### src/design/wsdf_pkg.sv
// Shared codes and types for the WebSocket frame deframer.
// Used by the parser, the top level and the port checker; depends on nothing.
package wsdf_pkg;

    localparam int unsigned MAX_W = 17;
    localparam logic [MAX_W-1:0] MAX_PAYLOAD_RESET = 17'(64 * 1024);

    localparam logic [1:0] EV_DATA     = 2'd0;
    localparam logic [1:0] EV_EMPTY    = 2'd1;
    localparam logic [1:0] EV_CLOSE    = 2'd2;
    localparam logic [1:0] EV_OVERSIZE = 2'd3;

    localparam logic [3:0] OPC_CLOSE = 4'h8;
    localparam logic [6:0] LEN_EXT16 = 7'd126;
    localparam logic [6:0] LEN_EXT64 = 7'd127;

    typedef struct packed {
        logic       valid;
        logic [1:0] ev;
        logic [7:0] data;
        logic [3:0] opcode;
        logic       last;
    } t_result;

endpackage

### src/design/wsdf_parser.sv
// Frame header parser and payload unmasker for the WebSocket frame deframer.
// Holds the parse state; yields at most one result word per advanced byte. Uses wsdf_pkg.
module wsdf_parser (
    input  logic                        i_clk,
    input  logic                        i_rst_n,
    input  logic                        i_adv,
    input  logic [7:0]                  i_byte,
    input  logic [wsdf_pkg::MAX_W-1:0]  i_max_payload,
    output wsdf_pkg::t_result           o_res
);

    typedef enum logic [2:0] {
        PH_HDR0,
        PH_HDR1,
        PH_EXT,
        PH_KEY,
        PH_DATA,
        PH_HALT
    } t_phase;

    t_phase                      r_phase, n_phase;
    logic [3:0]                  r_opcode, n_opcode;
    logic                        r_masked, n_masked;
    logic [2:0]                  r_btg, n_btg;
    logic [wsdf_pkg::MAX_W-1:0]  r_len, n_len;
    logic                        r_ovf, n_ovf;
    logic [31:0]                 r_key, n_key;
    logic [1:0]                  r_idx, n_idx;

    logic                        len_done;
    logic                        hdr_done;
    logic [wsdf_pkg::MAX_W-1:0]  cand_len;
    logic                        cand_ovf;
    logic [7:0]                  kb;
    logic                        lst;

    always_comb begin
        n_phase  = r_phase;
        n_opcode = r_opcode;
        n_masked = r_masked;
        n_btg    = r_btg;
        n_len    = r_len;
        n_ovf    = r_ovf;
        n_key    = r_key;
        n_idx    = r_idx;
        len_done = 1'b0;
        hdr_done = 1'b0;
        cand_len = r_len;
        cand_ovf = r_ovf;
        kb       = 8'd0;
        lst      = 1'b0;
        o_res    = '{valid: 1'b0, ev: wsdf_pkg::EV_DATA, data: 8'd0,
                     opcode: r_opcode, last: 1'b1};

        unique case (r_phase)
            PH_HDR0: begin
                n_opcode = i_byte[3:0];
                n_phase  = PH_HDR1;
            end
            PH_HDR1: begin
                n_masked = i_byte[7];
                n_key    = 32'd0;
                n_len    = '0;
                n_ovf    = 1'b0;
                if (i_byte[6:0] == wsdf_pkg::LEN_EXT16) begin
                    n_phase = PH_EXT;
                    n_btg   = 3'd1;
                end else if (i_byte[6:0] == wsdf_pkg::LEN_EXT64) begin
                    n_phase = PH_EXT;
                    n_btg   = 3'd7;
                end else begin
                    cand_len = wsdf_pkg::MAX_W'(i_byte[6:0]);
                    cand_ovf = 1'b0;
                    len_done = 1'b1;
                end
            end
            PH_EXT: begin
                cand_len = {r_len[wsdf_pkg::MAX_W-9:0], i_byte};
                cand_ovf = r_ovf | (|r_len[wsdf_pkg::MAX_W-1:wsdf_pkg::MAX_W-8]);
                n_len    = cand_len;
                n_ovf    = cand_ovf;
                if (r_btg == 3'd0) begin
                    len_done = 1'b1;
                end else begin
                    n_btg = r_btg - 3'd1;
                end
            end
            PH_KEY: begin
                n_key = {r_key[23:0], i_byte};
                if (r_btg == 3'd0) begin
                    hdr_done = 1'b1;
                end else begin
                    n_btg = r_btg - 3'd1;
                end
            end
            PH_DATA: begin
                unique case (r_idx)
                    2'd0: kb = r_key[31:24];
                    2'd1: kb = r_key[23:16];
                    2'd2: kb = r_key[15:8];
                    2'd3: kb = r_key[7:0];
                endcase
                n_idx = r_idx + 2'd1;
                n_len = r_len - wsdf_pkg::MAX_W'(1);
                lst   = (r_len == wsdf_pkg::MAX_W'(1));
                if (r_opcode == wsdf_pkg::OPC_CLOSE) begin
                    if (lst) begin
                        n_phase = PH_HALT;
                        o_res.valid = 1'b1;
                        o_res.ev    = wsdf_pkg::EV_CLOSE;
                    end
                end else begin
                    if (lst) begin
                        n_phase = PH_HDR0;
                    end
                    o_res.valid = 1'b1;
                    o_res.ev    = wsdf_pkg::EV_DATA;
                    o_res.data  = i_byte ^ kb;
                    o_res.last  = lst;
                end
            end
            default: begin
                n_phase = PH_HALT;
            end
        endcase

        if (len_done) begin
            n_len = cand_len;
            n_ovf = cand_ovf;
            if (cand_ovf || (cand_len > i_max_payload)) begin
                n_phase     = PH_HALT;
                o_res.valid = 1'b1;
                o_res.ev    = wsdf_pkg::EV_OVERSIZE;
            end else if (n_masked) begin
                n_phase = PH_KEY;
                n_btg   = 3'd3;
            end else begin
                hdr_done = 1'b1;
            end
        end

        if (hdr_done) begin
            n_idx = 2'd0;
            if (n_len == '0) begin
                o_res.valid = 1'b1;
                if (r_opcode == wsdf_pkg::OPC_CLOSE) begin
                    n_phase  = PH_HALT;
                    o_res.ev = wsdf_pkg::EV_CLOSE;
                end else begin
                    n_phase  = PH_HDR0;
                    o_res.ev = wsdf_pkg::EV_EMPTY;
                end
            end else begin
                n_phase = PH_DATA;
            end
        end
    end

    always_ff @(posedge i_clk) begin
        if (!i_rst_n) begin
            r_phase  <= PH_HDR0;
            r_opcode <= 4'd0;
            r_masked <= 1'b0;
            r_btg    <= 3'd0;
            r_len    <= '0;
            r_ovf    <= 1'b0;
            r_key    <= 32'd0;
            r_idx    <= 2'd0;
        end else if (i_adv) begin
            r_phase  <= n_phase;
            r_opcode <= n_opcode;
            r_masked <= n_masked;
            r_btg    <= n_btg;
            r_len    <= n_len;
            r_ovf    <= n_ovf;
            r_key    <= n_key;
            r_idx    <= n_idx;
        end
    end

endmodule

### src/design/websocket_frame_deframer.sv
// WebSocket frame deframer, receive side.
// Byte input channel and result output channel, both valid/stall, with a
// one-register configuration port for the payload length limit.
// A byte accepted on the input is held in an input register; the parser
// consumes it from there when the output register is empty or being taken,
// and its result word, if any, is loaded into the output register.
// Throughput is one byte per cycle while the receiver does not stall, set by
// the single parser pass between the input register and the output register.
// Header bytes produce no data word; non-close payload bytes give one word each;
// an empty frame, a close frame end or an oversize length gives one event word.
// After a close or an oversize event the block drops every further byte.
// Synchronous reset returns the parser to the first header byte, empties
// both registers and sets max_payload to 65536.
// When the receiver stalls, the output word holds and the input register
// fills; the input then stalls until the output word is taken.
// Depends on wsdf_pkg and wsdf_parser.
module websocket_frame_deframer (
    input  logic                        i_clk,
    input  logic                        i_rst_n,
    input  logic                        i_cfg_we,
    input  logic [wsdf_pkg::MAX_W-1:0]  i_cfg_wdata,
    input  logic                        i_in_valid,
    output logic                        o_in_stall,
    input  logic [7:0]                  i_byte_in,
    output logic                        o_out_valid,
    input  logic                        i_out_stall,
    output logic [1:0]                  o_event_res,
    output logic [7:0]                  o_data_out,
    output logic [3:0]                  o_frame_opcode,
    output logic                        o_last
);

    logic [wsdf_pkg::MAX_W-1:0] r_max_payload;
    logic                       r_in_valid;
    logic [7:0]                 r_in_byte;
    wsdf_pkg::t_result          r_out;
    wsdf_pkg::t_result          res;
    logic                       adv;

    assign adv        = r_in_valid && (!r_out.valid || !i_out_stall);
    assign o_in_stall = r_in_valid && !adv;

    wsdf_parser u_parser (
        .i_clk         (i_clk),
        .i_rst_n       (i_rst_n),
        .i_adv         (adv),
        .i_byte        (r_in_byte),
        .i_max_payload (r_max_payload),
        .o_res         (res)
    );

    always_ff @(posedge i_clk) begin
        if (!i_rst_n) begin
            r_max_payload <= wsdf_pkg::MAX_PAYLOAD_RESET;
            r_in_valid    <= 1'b0;
            r_in_byte     <= 8'd0;
            r_out         <= '0;
        end else begin
            if (i_cfg_we) begin
                r_max_payload <= i_cfg_wdata;
            end
            if (!o_in_stall) begin
                r_in_valid <= i_in_valid;
            end
            if (!o_in_stall && i_in_valid) begin
                r_in_byte <= i_byte_in;
            end
            if (adv) begin
                r_out <= res;
            end else if (!i_out_stall) begin
                r_out.valid <= 1'b0;
            end
        end
    end

    assign o_out_valid    = r_out.valid;
    assign o_event_res    = r_out.ev;
    assign o_data_out     = r_out.data;
    assign o_frame_opcode = r_out.opcode;
    assign o_last         = r_out.last;

endmodule

### config.mk
export PLATFORM = sky130hd
export DESIGN_NAME = websocket_frame_deframer
export DESIGN_NICKNAME = d
export VERILOG_FILES = /design/src/design/wsdf_pkg.sv /design/src/design/wsdf_parser.sv /design/src/design/websocket_frame_deframer.sv
export SDC_FILE = /design/constraint.sdc
export NUM_CORES = 1
export LEC_CHECK = 0
export ABC_AREA = 0
export BUFFER_PORTS_ARGS = -buffer_cell sky130_fd_sc_hd__buf_2
export CELL_PAD_IN_SITES_DETAIL_PLACEMENT = 0
export CELL_PAD_IN_SITES_GLOBAL_PLACEMENT = 1
export CORE_MARGIN = 1
export CORE_UTILIZATION = 30
export DETAILED_ROUTE_END_ITERATION = 8
export HOLD_SLACK_MARGIN = 0.06
export MAX_ROUTING_LAYER = met4
export PLACE_DENSITY = 0.63
export SLEW_MARGIN = 20
export SYNTH_ARGS = -nofsm -noshare
export SYNTH_HDL_FRONTEND = slang
export SYNTH_HIERARCHICAL = 1
export SYNTH_SLANG_ARGS = --single-unit
### constraint.sdc
create_clock -name i_clk -period 4 [get_ports i_clk]
set_input_delay 0.2 -clock i_clk [delete_from_list [all_inputs] [get_ports i_clk]]
set_output_delay 0.2 -clock i_clk [all_outputs]
set_load 0.02 [all_outputs]
## Word level (Yosys, flattened, before mapping)

Index checks and enable logic that the tools add are counted.
W data, S select, Z words.

- Register bits after elaboration: 105
- Input port bits: 30

- Equal/unequal tests: 12
- Bitwise logic cells: 2
- Muxes and demuxes: 56
- Reduce and logical (&&, ||, !) cells: 22
- Add/subtract/negate cells: 3
- Magnitude comparators: 1

Operators with widths:

| kind | count |
|---|---|
| $mux W3 | 23 |
| $pmux W32 S2 | 1 |
| $mux W17 | 3 |
| $pmux W17 S3 | 1 |
| $pmux W17 S2 | 1 |
| $pmux W8 S4 | 1 |
| $eq A17 B1 Y1 const B | 1 |
| $gt A17 B17 Y1 | 1 |
| $logic_not A17 Y1 | 1 |
| $sub A17 B1 Y17 const B | 1 |
| $mux W8 | 2 |
| $mux W1 | 15 |
| $eq A7 B7 Y1 const B | 2 |
| $pmux W3 S4 | 1 |
| $mux W11 | 1 |
| $reduce_and A2 Y1 | 4 |
| $reduce_or A8 Y1 | 1 |
| $xor A8 B8 Y8 | 1 |
| $eq A3 B2 Y1 const B | 2 |
| $logic_not A3 Y1 | 2 |
| $mux W2 | 3 |
| $pmux W1 S2 | 3 |
| $pmux W3 S2 | 1 |
| $eq A2 B2 Y1 const B | 2 |
| other kinds (15) | 22 |

## Longest topological paths before layout

- Word-level depth: 11
- Depth in mapped cells: 19
- Mapped depth without buffers: 16

## Cells and area by module

The synthesis kept the hierarchy.

Modules (own cells, without submodules):

| module | cells each | area each (µm²) | sequential area each (µm²) | times used |
|---|---|---|---|---|
| wsdf_parser | 663 | 4777.1 | 1261.2 | 1 |
| websocket_frame_deframer | 162 | 1652.8 | 840.8 | 1 |

## Worst setup path after synthesis

Ideal clock, no wire load.

- Path type: reg-to-reg
- From: register u_parser.r_phase[2]
- To: register r_out, in the netlist o_out_valid
- Arrival time: 3.983 ns
- Slack: -0.101 ns
- Stages on the path, launching flop included: 17
- Required time: 3.882 ns
- Path buffers: 4
- Cell sequence: dfxtp_1 > clkbuf_1 > clkbuf_1 > clkbuf_1 > clkbuf_1 > a21oi_1 > o21ai_1 > a22o_1 > ha_1 > nand4_1 > nor3_1 > a21boi_0 > or4b_2 > a31o_2 > or3_1 > a22oi_1 > nor2b_1

RTL lines:

| item | RTL line | text |
|---|---|---|
| from (decl) | wsdf_parser.sv:21 | `t_phase r_phase, n_phase;` |
| from (signal assigned) | wsdf_parser.sv:170 | `r_phase <= n_phase;` |
| to (signal assigned) | websocket_frame_deframer.sv:69 | `r_out <= res;` |
| to (decl) | websocket_frame_deframer.sv:36 | `wsdf_pkg::t_result r_out;` |

==> results.sh <==
export IMPL_critPathCaptureType="register"
export IMPL_cp_common_cell="nand2_1"
export IMPL_internal_power_uw=1760
export IMPL_grt_most_used_layer="met1"
export IMPL_drive_above_1_share_pct=16.9
export IMPL_max_slew_worst_pin_slew_ps=565
export IMPL_synth_area_top_cells="dfxtp_1 (33%), mux2i_1 (6.8%), nand2_1 (6.7%)"
export IMPL_rows=53
export IMPL_grtUsageTotal_pct=19.6
export IMPL_clkPwrFrac_pct=38.0
export IMPL_portBuffers=46
export IMPL_period_share_pct=92.4
export IMPL_async_reset_ff_share_pct=0
export IMPL_seqCellArea_sq_mm=0.00210
export IMPL_dr_pass1_iters=5
export IMPL_cp_max_fo=8
export IMPL_multi_input_area_sq_mm=0.00393
export IMPL_drtIter0Drc=541
export IMPL_synth_edf_count=0
export IMPL_dp_worst_setup_slack_ps=81.8
export IMPL_path_buf_inv=2
export IMPL_grt_ovfl_total=0
export IMPL_viasPerCell=5.28
export IMPL_switchingPower_uw=772
export IMPL_drv_slew=0
export IMPL_layout_nets=921
export IMPL_setup_viol=0
export IMPL_rsz0062_at_grt="no"
export IMPL_die_area_sq_mm=0.0220
export IMPL_wire_per_inst_um=17.9
export IMPL_synthesis_area_sq_mm=0.00643
export IMPL_power_density_mw_per_mm2=341
export IMPL_synth_seq_cells=105
export IMPL_period_minus_slack_ps=3700
export IMPL_comb_power_share_pct=18.3
export IMPL_crit_required_ps=4290
export IMPL_synth_ff_type="dfxtp_1"
export IMPL_met3_usage_pct=3.34
export IMPL_grt_first_pass_wirelength_um=32300
export IMPL_grtUsageMet2_pct=27.2
export IMPL_gp_congestion=0.896
export IMPL_synth_top_area_cell="dfxtp_1"
export IMPL_clk_pin_slew_ps=80
export IMPL_hold_viol_final=0
export IMPL_clock_latency_ps=360
export IMPL_path_class="register to register"
export IMPL_syn_inst=825
export IMPL_setup_ws_ps=305
export IMPL_cts_root_buf="clkbuf_16"
export IMPL_syn_avg_cell_area_sq_um=7.79
export IMPL_setup_tns_ps=0
export IMPL_die_w_um=148
export IMPL_io_pins=47
export IMPL_critPathLaunchType="register"
export IMPL_grt_pass1_vias=5553
export IMPL_slowest_delay_ps=570
export IMPL_hold_class="input port to register"
export IMPL_drv_cap=0
export IMPL_ys_types=79
export IMPL_insertedDiodeCount=0
export IMPL_skew_ps=8.11
export IMPL_arrival_ps=3990
export IMPL_crit_family="simple AND/OR/NAND/NOR gates"
export IMPL_cts_htree_levels=3
export IMPL_numCtsBuffers=9
export IMPL_leakagePower_uw=0.00283
export IMPL_synth_top_area_share_pct=32.7
export IMPL_slew_headroom_pct=61.9
export IMPL_outcome="completed"
export IMPL_fmax_mhz=271
export IMPL_area_growth_pct=15.5
export IMPL_path_cells="nand2_1 > or2_2 > o21ai_1 > buf_4 > nand2_1 > o21ai_0 > ha_1 > nand4_1 > nor3_1 > a21boi_0 > or4b_4 > a21oi_2 > o211ai_1 > nor3_2 > buf_4 > a211o_1 > nand2_1 > a21boi_0"
export IMPL_antenna_left=0
export IMPL_slowest_stage="or4b_4"
export IMPL_cts_buffer_depth=2
export IMPL_yosysWarnings=6
export IMPL_fp_dieH_um=148
export IMPL_start_util_pct=30.6
export IMPL_core_area_sq_mm=0.0210
export IMPL_clock_sinks=105
export IMPL_antenna_found_initial=0
export IMPL_cts_tree="done"
export IMPL_p_seq_share_pct=43.6
export IMPL_hpwl_um=14400
export IMPL_irDropWorstVdd_mv=0.205
export IMPL_drc=0
export IMPL_grt_max_degree=62
export IMPL_swShare_pct=30.5
export IMPL_filler_cell_count=2220
export IMPL_routed_wl_um=20500
export IMPL_globalRouteMet1Util_pct=28.3
export IMPL_syn_num_nets=880
export IMPL_yosysSeqAreaShare_pct=32.7
export IMPL_num_vias=6056
[cell families after synthesis]
kind of cell | count (synthesis) | share of synthesized area (%)
adders and majority gates | 29 | 5.49
muxes | 45 | 7.02
xor gates and xnor gates | 13 | 1.77
AOI/OAI and AO/OA | 211 | 22.1
and+or+nand+nor | 327 | 24.5
buffers and inverters | 95 | 6.36
DFF | 105 | 32.7
[per-layer routing]
layer / share of wire [%] / wire length (um) / vias to the layer above
li1: - / - / 3009
met2: 42 / 8540 / 235
met4: 1.7 / 357 / 0
met1: 50 / 10200 / 2781
met3: 7.1 / 1450 / 31
met5: 0 / 0 / -
[power groups by stage]
stage / logic, uW / registers (uW) / clock network [uW]
detailed placement: 454 / 1130 / 0
floorplan: 314 / 1120 / 0
finish: 465 / 1100 / 963
global route: 509 / 1110 / 1030
CTS: 458 / 1100 / 994
global placement: 460 / 1130 / 0
[per-stage QoR]
step                std cells  utilization (%)  power (uW)  hold slack (ps)  instance area, sq um
finish                   1146             35.3        2530             78.0                  7430
global route             1146             35.3        2640             89.7                  7430
CTS                      1145             35.2        2550             67.8                  7410
detailed placement       1127             33.7        1580              422                  7070
global placement         1127             33.7        1590              424                  7070
floorplan                 825                -        1430              324                  6430
[worst register-to-register path: stages, from the launching register on]
cell	delay, ps
dfxtp_1	330
nand2_1	150
or2_2	390
o21ai_1	190
buf_4	190
nand2_1	50
o21ai_0	150
ha_1	310
nand4_1	120
nor3_1	80
a21boi_0	130
or4b_4	570
a21oi_2	200
o211ai_1	120
nor3_2	180
buf_4	150
a211o_1	120
nand2_1	50
a21boi_0	150
[synthesized netlist by cell type (8+ instances only)]
| library cell | count |
|---|---|
| nand3_1 | 47 |
| ha_1 | 25 |
| inv_1 | 24 |
| a21boi_2 | 9 |
| nand4_1 | 9 |
| nand2_1 | 115 |
| dfxtp_1 | 105 |
| nor2b_1 | 24 |
| a222oi_1 | 8 |
| a211oi_1 | 12 |
| xnor2_1 | 11 |
| o21ai_0 | 41 |
| nor2_1 | 66 |
| nor3_1 | 13 |
| mux2i_1 | 44 |
| a21oi_1 | 65 |
| clkbuf_1 | 54 |
[placed cells by master, fill, tap and decap left out, types with 24 or more instances in the layout]
cell type and instances:
nand2_1 115, dfxtp_1 104, a21oi_1 64, nor2_1 63, buf_4 50, nand3_1 47, buf_2 46, mux2i_1 44
o21ai_0 41, ha_1 25, nor2b_1 24, inv_1 24
[repair_timing]
| item | 4_1_cts | 5_1_grt |
|---|---|---|
| endpoints found under the hold margin | 2 | 0 |
| endpoints found under the setup margin | 0 | 5 |
| gates resized for setup | 0 | 4 |
| hold buffers | 2 | 0 |
| setup buffers | 0 | 1 |
[registers in the layout, indices dropped and copies added, names as in the netlist, 2 cells and up]
register           count
o_data_out             8
u_parser/r_opcode      4
u_parser/r_len        17
o_event_res            2
u_parser/r_btg         3
u_parser/r_phase       3
u_parser/r_idx         2
u_parser/r_key        32
r_in_byte              8
r_max_payload         17
o_frame_opcode         4
[final cells by class]
cell class,count,share of cell area [%]
Multi-Input combinational cell,625,53.0
Sequential cell,105,28.3
Timing Repair Buffer,98,8.42
Tap cell,275,4.63
Clock buffer,9,3.03
Inverter,27,1.43
Clock inverter,7,1.18
[final timing paths]
kind                                          from                  to  slack, ps  depth (start not counted)
worst max-delay path                  r_in_byte[5]      o_event_res[1]        300                         18
worst min-delay path                  i_byte_in[4]        r_in_byte[4]         80                          3
worst max register to register        r_in_byte[5]      o_event_res[1]        300                         18
worst min register to register  u_parser/r_key[26]  u_parser/r_key[26]        450                          2
Power figures use the tool's default switching activity.
